**src/cdsch_pkg.sv**
```systemverilog
// ============================================================================
// cdsch_pkg
// Shared constants and types for the C-LOOK disk scheduling core.
// ============================================================================
package cdsch_pkg;

    localparam int MAX_REQUESTS = 63;
    localparam int CYL_BITS     = 16;
    localparam int COUNT_BITS   = $clog2(MAX_REQUESTS + 1);
    localparam int TRAVEL_BITS  = CYL_BITS + 2;
    localparam int IN_TDATA_W   = ((CYL_BITS + 7) / 8) * 8;
    localparam int OUT_TDATA_W  = ((CYL_BITS + TRAVEL_BITS + 7) / 8) * 8;

    typedef logic [CYL_BITS-1:0]    t_cyl;
    typedef logic [COUNT_BITS-1:0]  t_count;
    typedef logic [TRAVEL_BITS-1:0] t_travel;

    typedef enum logic [1:0] {
        OP_HOLD   = 2'd0,
        OP_INSERT = 2'd1,
        OP_SHIFT  = 2'd2
    } t_cell_op;

    typedef struct packed {
        t_cell_op op;
        t_cyl     value;
        t_count   count;
    } t_cell_cmd;

endpackage

```
**src/cdsch_cell.sv**
```systemverilog
// ============================================================================
// cdsch_cell
// One slot of the descending request chain: sorted insert from the left
// neighbor, shift toward the head from the right neighbor.
// ============================================================================
module cdsch_cell (
    input  logic                 i_clk,
    input  cdsch_pkg::t_count    i_index,
    input  cdsch_pkg::t_cell_cmd i_cmd,
    input  cdsch_pkg::t_cyl      i_left_val,
    input  logic                 i_left_keep,
    input  cdsch_pkg::t_cyl      i_right_val,
    output cdsch_pkg::t_cyl      o_val,
    output logic                 o_keep
);

    cdsch_pkg::t_cyl r_val;
    cdsch_pkg::t_cyl n_val;
    cdsch_pkg::t_count w_tail;

    assign w_tail = i_cmd.count - cdsch_pkg::t_count'(1);
    assign o_keep = (i_index < i_cmd.count) && (r_val >= i_cmd.value);
    assign o_val  = r_val;

    always_comb begin
        n_val = r_val;
        case (i_cmd.op)
            cdsch_pkg::OP_INSERT: begin
                if (o_keep) begin
                    n_val = r_val;
                end else if (i_left_keep) begin
                    n_val = i_cmd.value;
                end else begin
                    n_val = i_left_val;
                end
            end
            cdsch_pkg::OP_SHIFT: begin
                n_val = (i_index == w_tail) ? i_cmd.value : i_right_val;
            end
            default: n_val = r_val;
        endcase
    end

    always_ff @(posedge i_clk) begin
        r_val <= n_val;
    end

endmodule

```
**src/clook_disk_schedule_core.sv**
```systemverilog
// ============================================================================
// clook_disk_schedule_core
// C-LOOK scheduler: sorts a batch of cylinder requests and emits the
// visiting order with the total head travel.
// ============================================================================
// Requests enter one word per cycle into a chain of 63 cells kept in
// descending order; a request that arrives with the chain full is dropped.
// The word with tlast set also samples the start cylinder register and
// closes the batch. The chain then rotates requests at or above the start
// to its tail, one cell shift per cycle (up to the number of such
// requests), after which one word per cycle leaves while the output is
// not stalled: the start cylinder, then the requests below it descending,
// then the requests above it descending. Requests equal to the start are
// dropped. The last word has tlast set and carries the total travel in the
// upper field. No request is taken while a batch is being rotated or
// emitted: the input stays closed from the tlast word until the last word
// of the batch is loaded into the output register.
module clook_disk_schedule_core (
    input  logic                                i_clk,
    input  logic                                i_rst_n,
    input  logic                                i_cfg_we,
    input  logic [cdsch_pkg::CYL_BITS-1:0]      i_cfg_wdata,
    input  logic                                i_s_axis_tvalid,
    output logic                                o_s_axis_tready,
    input  logic [cdsch_pkg::IN_TDATA_W-1:0]    i_s_axis_tdata,  // request_cylinder
    input  logic                                i_s_axis_tlast,
    output logic                                o_m_axis_tvalid,
    input  logic                                i_m_axis_tready,
    output logic [cdsch_pkg::OUT_TDATA_W-1:0]   o_m_axis_tdata,  // served_cylinder, total_travel
    output logic                                o_m_axis_tlast
);

    localparam int NCELL = cdsch_pkg::MAX_REQUESTS;

    typedef enum logic [3:0] {
        ST_LOAD  = 4'b0001,
        ST_ROT   = 4'b0010,
        ST_START = 4'b0100,
        ST_EMIT  = 4'b1000
    } t_state;

    t_state                r_state, n_state;
    cdsch_pkg::t_count     r_count, n_count;
    cdsch_pkg::t_count     r_rot_left, n_rot_left;
    cdsch_pkg::t_cyl       r_cfg_start;
    cdsch_pkg::t_cyl       r_start, n_start;
    cdsch_pkg::t_cyl       r_prev, n_prev;
    cdsch_pkg::t_travel    r_travel, n_travel;
    logic                  r_out_valid, n_out_valid;
    cdsch_pkg::t_cyl       r_out_cyl, n_out_cyl;
    logic                  r_out_last, n_out_last;
    cdsch_pkg::t_travel    r_out_travel, n_out_travel;

    cdsch_pkg::t_cell_cmd  w_cmd;
    cdsch_pkg::t_cyl       w_val  [NCELL];
    logic                  w_keep [NCELL];
    cdsch_pkg::t_cyl       w_head;
    cdsch_pkg::t_cyl       w_diff;
    cdsch_pkg::t_travel    w_sum;
    logic                  w_in_acc;
    logic                  w_out_free;

    assign w_head     = w_val[0];
    assign w_in_acc   = i_s_axis_tvalid && o_s_axis_tready;
    assign w_out_free = !r_out_valid || i_m_axis_tready;
    assign w_diff     = (w_head > r_prev) ? (w_head - r_prev) : (r_prev - w_head);
    assign w_sum      = r_travel + cdsch_pkg::t_travel'(w_diff);

    assign o_s_axis_tready = (r_state == ST_LOAD);
    assign o_m_axis_tvalid = r_out_valid;
    assign o_m_axis_tlast  = r_out_last;
    assign o_m_axis_tdata  = cdsch_pkg::OUT_TDATA_W'({r_out_travel, r_out_cyl});

    for (genvar g = 0; g < NCELL; g++) begin : g_cell
        cdsch_pkg::t_cyl w_left_val;
        cdsch_pkg::t_cyl w_right_val;
        logic            w_left_keep;

        if (g == 0) begin : g_first
            assign w_left_val  = w_cmd.value;
            assign w_left_keep = 1'b1;
        end else begin : g_mid
            assign w_left_val  = w_val[g-1];
            assign w_left_keep = w_keep[g-1];
        end

        if (g == NCELL - 1) begin : g_last
            assign w_right_val = w_cmd.value;
        end else begin : g_inner
            assign w_right_val = w_val[g+1];
        end

        cdsch_cell u_cell (
            .i_clk       (i_clk),
            .i_index     (cdsch_pkg::t_count'(g)),
            .i_cmd       (w_cmd),
            .i_left_val  (w_left_val),
            .i_left_keep (w_left_keep),
            .i_right_val (w_right_val),
            .o_val       (w_val[g]),
            .o_keep      (w_keep[g])
        );
    end

    always_comb begin
        n_state      = r_state;
        n_count      = r_count;
        n_rot_left   = r_rot_left;
        n_start      = r_start;
        n_prev       = r_prev;
        n_travel     = r_travel;
        n_out_valid  = r_out_valid && !i_m_axis_tready;
        n_out_cyl    = r_out_cyl;
        n_out_last   = r_out_last;
        n_out_travel = r_out_travel;
        w_cmd.op     = cdsch_pkg::OP_HOLD;
        w_cmd.value  = w_head;
        w_cmd.count  = r_count;

        unique case (r_state)
            ST_LOAD: begin
                if (w_in_acc) begin
                    if (r_count != cdsch_pkg::t_count'(NCELL)) begin
                        w_cmd.op    = cdsch_pkg::OP_INSERT;
                        w_cmd.value = i_s_axis_tdata[cdsch_pkg::CYL_BITS-1:0];
                        n_count     = r_count + cdsch_pkg::t_count'(1);
                    end
                    if (i_s_axis_tlast) begin
                        n_start    = r_cfg_start;
                        n_rot_left = n_count;
                        n_state    = ST_ROT;
                    end
                end
            end
            ST_ROT: begin
                if (r_rot_left == '0 || w_head < r_start) begin
                    n_state = ST_START;
                end else begin
                    w_cmd.op   = cdsch_pkg::OP_SHIFT;
                    n_rot_left = r_rot_left - cdsch_pkg::t_count'(1);
                    if (w_head == r_start) begin
                        n_count = r_count - cdsch_pkg::t_count'(1);
                    end
                end
            end
            ST_START: begin
                if (w_out_free) begin
                    n_out_valid  = 1'b1;
                    n_out_cyl    = r_start;
                    n_out_last   = (r_count == '0);
                    n_out_travel = '0;
                    n_prev       = r_start;
                    n_travel     = '0;
                    n_state      = (r_count == '0) ? ST_LOAD : ST_EMIT;
                end
            end
            ST_EMIT: begin
                if (w_out_free) begin
                    w_cmd.op     = cdsch_pkg::OP_SHIFT;
                    n_count      = r_count - cdsch_pkg::t_count'(1);
                    n_out_valid  = 1'b1;
                    n_out_cyl    = w_head;
                    n_out_last   = (r_count == cdsch_pkg::t_count'(1));
                    n_out_travel = n_out_last ? w_sum : '0;
                    n_prev       = w_head;
                    n_travel     = w_sum;
                    if (r_count == cdsch_pkg::t_count'(1)) begin
                        n_state = ST_LOAD;
                    end
                end
            end
            default: n_state = ST_LOAD;
        endcase
    end

    always_ff @(posedge i_clk) begin
        if (!i_rst_n) begin
            r_state     <= ST_LOAD;
            r_count     <= '0;
            r_rot_left  <= '0;
            r_cfg_start <= '0;
            r_out_valid <= 1'b0;
        end else begin
            r_state     <= n_state;
            r_count     <= n_count;
            r_rot_left  <= n_rot_left;
            r_out_valid <= n_out_valid;
            if (i_cfg_we) begin
                r_cfg_start <= i_cfg_wdata;
            end
        end
    end

    always_ff @(posedge i_clk) begin
        r_start      <= n_start;
        r_prev       <= n_prev;
        r_travel     <= n_travel;
        r_out_cyl    <= n_out_cyl;
        r_out_last   <= n_out_last;
        r_out_travel <= n_out_travel;
    end

endmodule
```
**config.mk**
```make
export PLATFORM = sky130hd
export DESIGN_NAME = clook_disk_schedule_core
export DESIGN_NICKNAME = d
export VERILOG_FILES = /design/src/cdsch_pkg.sv /design/src/cdsch_cell.sv /design/src/clook_disk_schedule_core.sv
export SDC_FILE = /design/constraint.sdc
export NUM_CORES = 2
export LEC_CHECK = 0
export BUFFER_PORTS_ARGS = -buffer_cell sky130_fd_sc_hd__buf_4
export CAP_MARGIN = 20
export CORE_ASPECT_RATIO = 1.25
export CORE_MARGIN = 4
export CORE_UTILIZATION = 55
export DETAILED_ROUTE_END_ITERATION = 6
export PLACE_DENSITY = 0.72
export REMOVE_ABC_BUFFERS = 1
export SETUP_SLACK_MARGIN = 0.4
export SLEW_MARGIN = 20
export SYNTH_ARGS = -nofsm -noshare
export SYNTH_HDL_FRONTEND = slang
export SYNTH_HIERARCHICAL = 1
export SYNTH_SLANG_ARGS = --single-unit
export TNS_END_PERCENT = 50
```
**constraint.sdc**
```tcl
create_clock -name i_clk -period 29.3 [get_ports i_clk]
set_clock_uncertainty 0.1 [all_clocks]
set_input_delay 4.395 -clock i_clk [delete_from_list [all_inputs] [get_ports i_clk]]
set_output_delay 4.395 -clock i_clk [all_outputs]
set_load 0.05 [all_outputs]
```
==> flow_summary.ini <==
[timing]
maxSlewHeadroom_pct = 34.9
rsz0062_at_grt = no
period_share_pct = 32.3
fin_crit_ps = 9460
fin_tns_setup_ps = 0
worst_slew_pin_slew_ps = 973
hold_violations = 0
slew_violations = 0
fin_hold_ws_ps = 330
finalSetupViolCount = 0
fmaxAchievable_mhz = 106

[cells_and_area]
fin_util_pct = 59.7
final_cell_mix = inv_1 (1,524), ha_1 (1,517), o21ai_0 (1,233)
drive_gt1_share_pct = 7.51
nNetsFinal = 15700
nFillCells = 19300
area_growth_pct = 7.81
layout_commonest_cell = inv_1
stdcell_count = 17100
fin_area_sq_um = 128000

[placement]
dpl.cell_count = 16800
place_hpwl_um = 228000
placed_area_sq_um = 124000
portBuffers = 74
gp_congestion = 0.925

[drt]
ant_nets = 0
firstDrtPassIters = 6
route.detailed.drc = 0
routed_via_density = 6.09
routed_wl_um = 326000
wl_per_cell_um = 19.0
dr.first_iter.drc_count = 8726
vias = 104000

[pwr]
p_leak_nw = 49.6
p_per_area_nw_per_um2 = 60.2
ir_worst_vdd_mv = 0.0580

[cts]
htree_levels = 4
cts_inserted_buffers = 138
clkTransAtPathRegs_ps = 60
clockRootBuffer = clkbuf_16
cts_tree = yes
clock-sinks = 1110
post_cts_buffers = 0
cts_resized = 0
worstSkewPairLatency_ps = 810
clk_path_buf_depth = 3
cts_hold_buf = 0

[critical_path]
critical_path_required_ps = 29720
cp-start-kind = input pin
ff2ff_setup_slack_ps = 22090
crit_type = in -> reg
worst_setup_path_end_kind = register
crit_path_max_fanout = 58
cp_data_arrival_time_ps = 9880

[floorplanning]
dieHeight_um = 528
core_area_sq_um = 215000
initial_utilization_pct = 55.4
chipWidth_um = 424
placementRows = 190
ios = 81
die_area_sq_um = 224000

[run]
cap_violations = 0

[grt]
grt_pass1_wl_um = 524000
grt_pass1_vias = 98400
grt.total_usage_pct = 28.1
antenna_found_initial = 1
grt_overflow = 0
grt_max_degree = 168

[outcome]
outcome = finished clean

[yosys]
avgSynthCellArea_sq_um = 8.72
synth_cells = 13700
syn-cell-area_sq_um = 119000
ys_warn_count = 6

[hold_path]
hold_path_class = reg -> reg
## per-layer routing
layer  global-route usage [%]  routed length (um)
met4                     10.4               12200
met1                     36.6              140000
met3                     2.74               17400
met5                        0                   0
met2                     48.2              156000
## power by group
part	internal [mW]	leakage (nW)	switching [mW]
Combinational	1.36	36.9	2.13
Sequential	2.20	10.6	0.311
Clock	0.987	2.15	0.743
Total	4.55	49.6	3.18
## worst paths after layout
path | end | startpoint | depth (start not counted)
max | g_cell[53].u_cell/o_val[0]$_DFFE_PP_ | i_s_axis_tvalid | 19
min | r_start[6]$_DFFE_PP_ | r_cfg_start[6]$_SDFFE_PN0P_ | 0
max reg2reg | g_cell[53].u_cell/o_val[0]$_DFFE_PP_ | r_count[0]$_SDFFE_PN0P_ | 21
min reg2reg | r_start[6]$_DFFE_PP_ | r_cfg_start[6]$_SDFFE_PN0P_ | 0
## layout make-up
cell class                      instances  area [sq um]  share of cell area [%]
Antenna cell                            2          5.00                 0.00390
Clock buffer                          179          3710                    2.89
Clock inverter                         69           684                   0.533
Inverter                             1527          5740                    4.47
Multi-Input combinational cell      11000         78800                    61.4
Sequential cell                      1110         33000                    25.7
Tap cell                             2880          3600                    2.81
Timing Repair Buffer                  341          2790                    2.18
## through the flow
stage,setup WS (ps),power (mW)
after floorplan,5460,5.14
after global placement,19130,5.88
after detailed placement,19160,5.96
after CTS,20020,7.71
after global routing,19550,8.30
final,19840,7.73
## registers in the layout (all words and copies together) (netlist names)
| name | count |
|---|---|
| r_count | 6 |
| r_state | 4 |
| r_rot_left | 6 |
| g_cell.u_cell/o_val | 1008 |
| o_m_axis_tlast | 1 |
| r_out_travel | 18 |
| r_cfg_start | 16 |
| r_travel | 18 |
| r_start | 16 |
| r_out_cyl | 16 |
| o_m_axis_tvalid | 1 |
## worst max-delay path, stage by stage
cell,delay (ps)
buf_4,100
nand3_1,180
inv_8,540
nand2_1,210
o21ai_4,100
buf_4,570
buf_4,610
buf_4,470
inv_1,110
ha_1,310
nand4_1,150
nor2_1,130
o2111ai_1,120
o211ai_1,200
nor3b_2,700
buf_4,360
and2b_1,200
a211oi_1,190
a31oi_1,60
No activity file was read; power rests on OpenSTA's default activity.
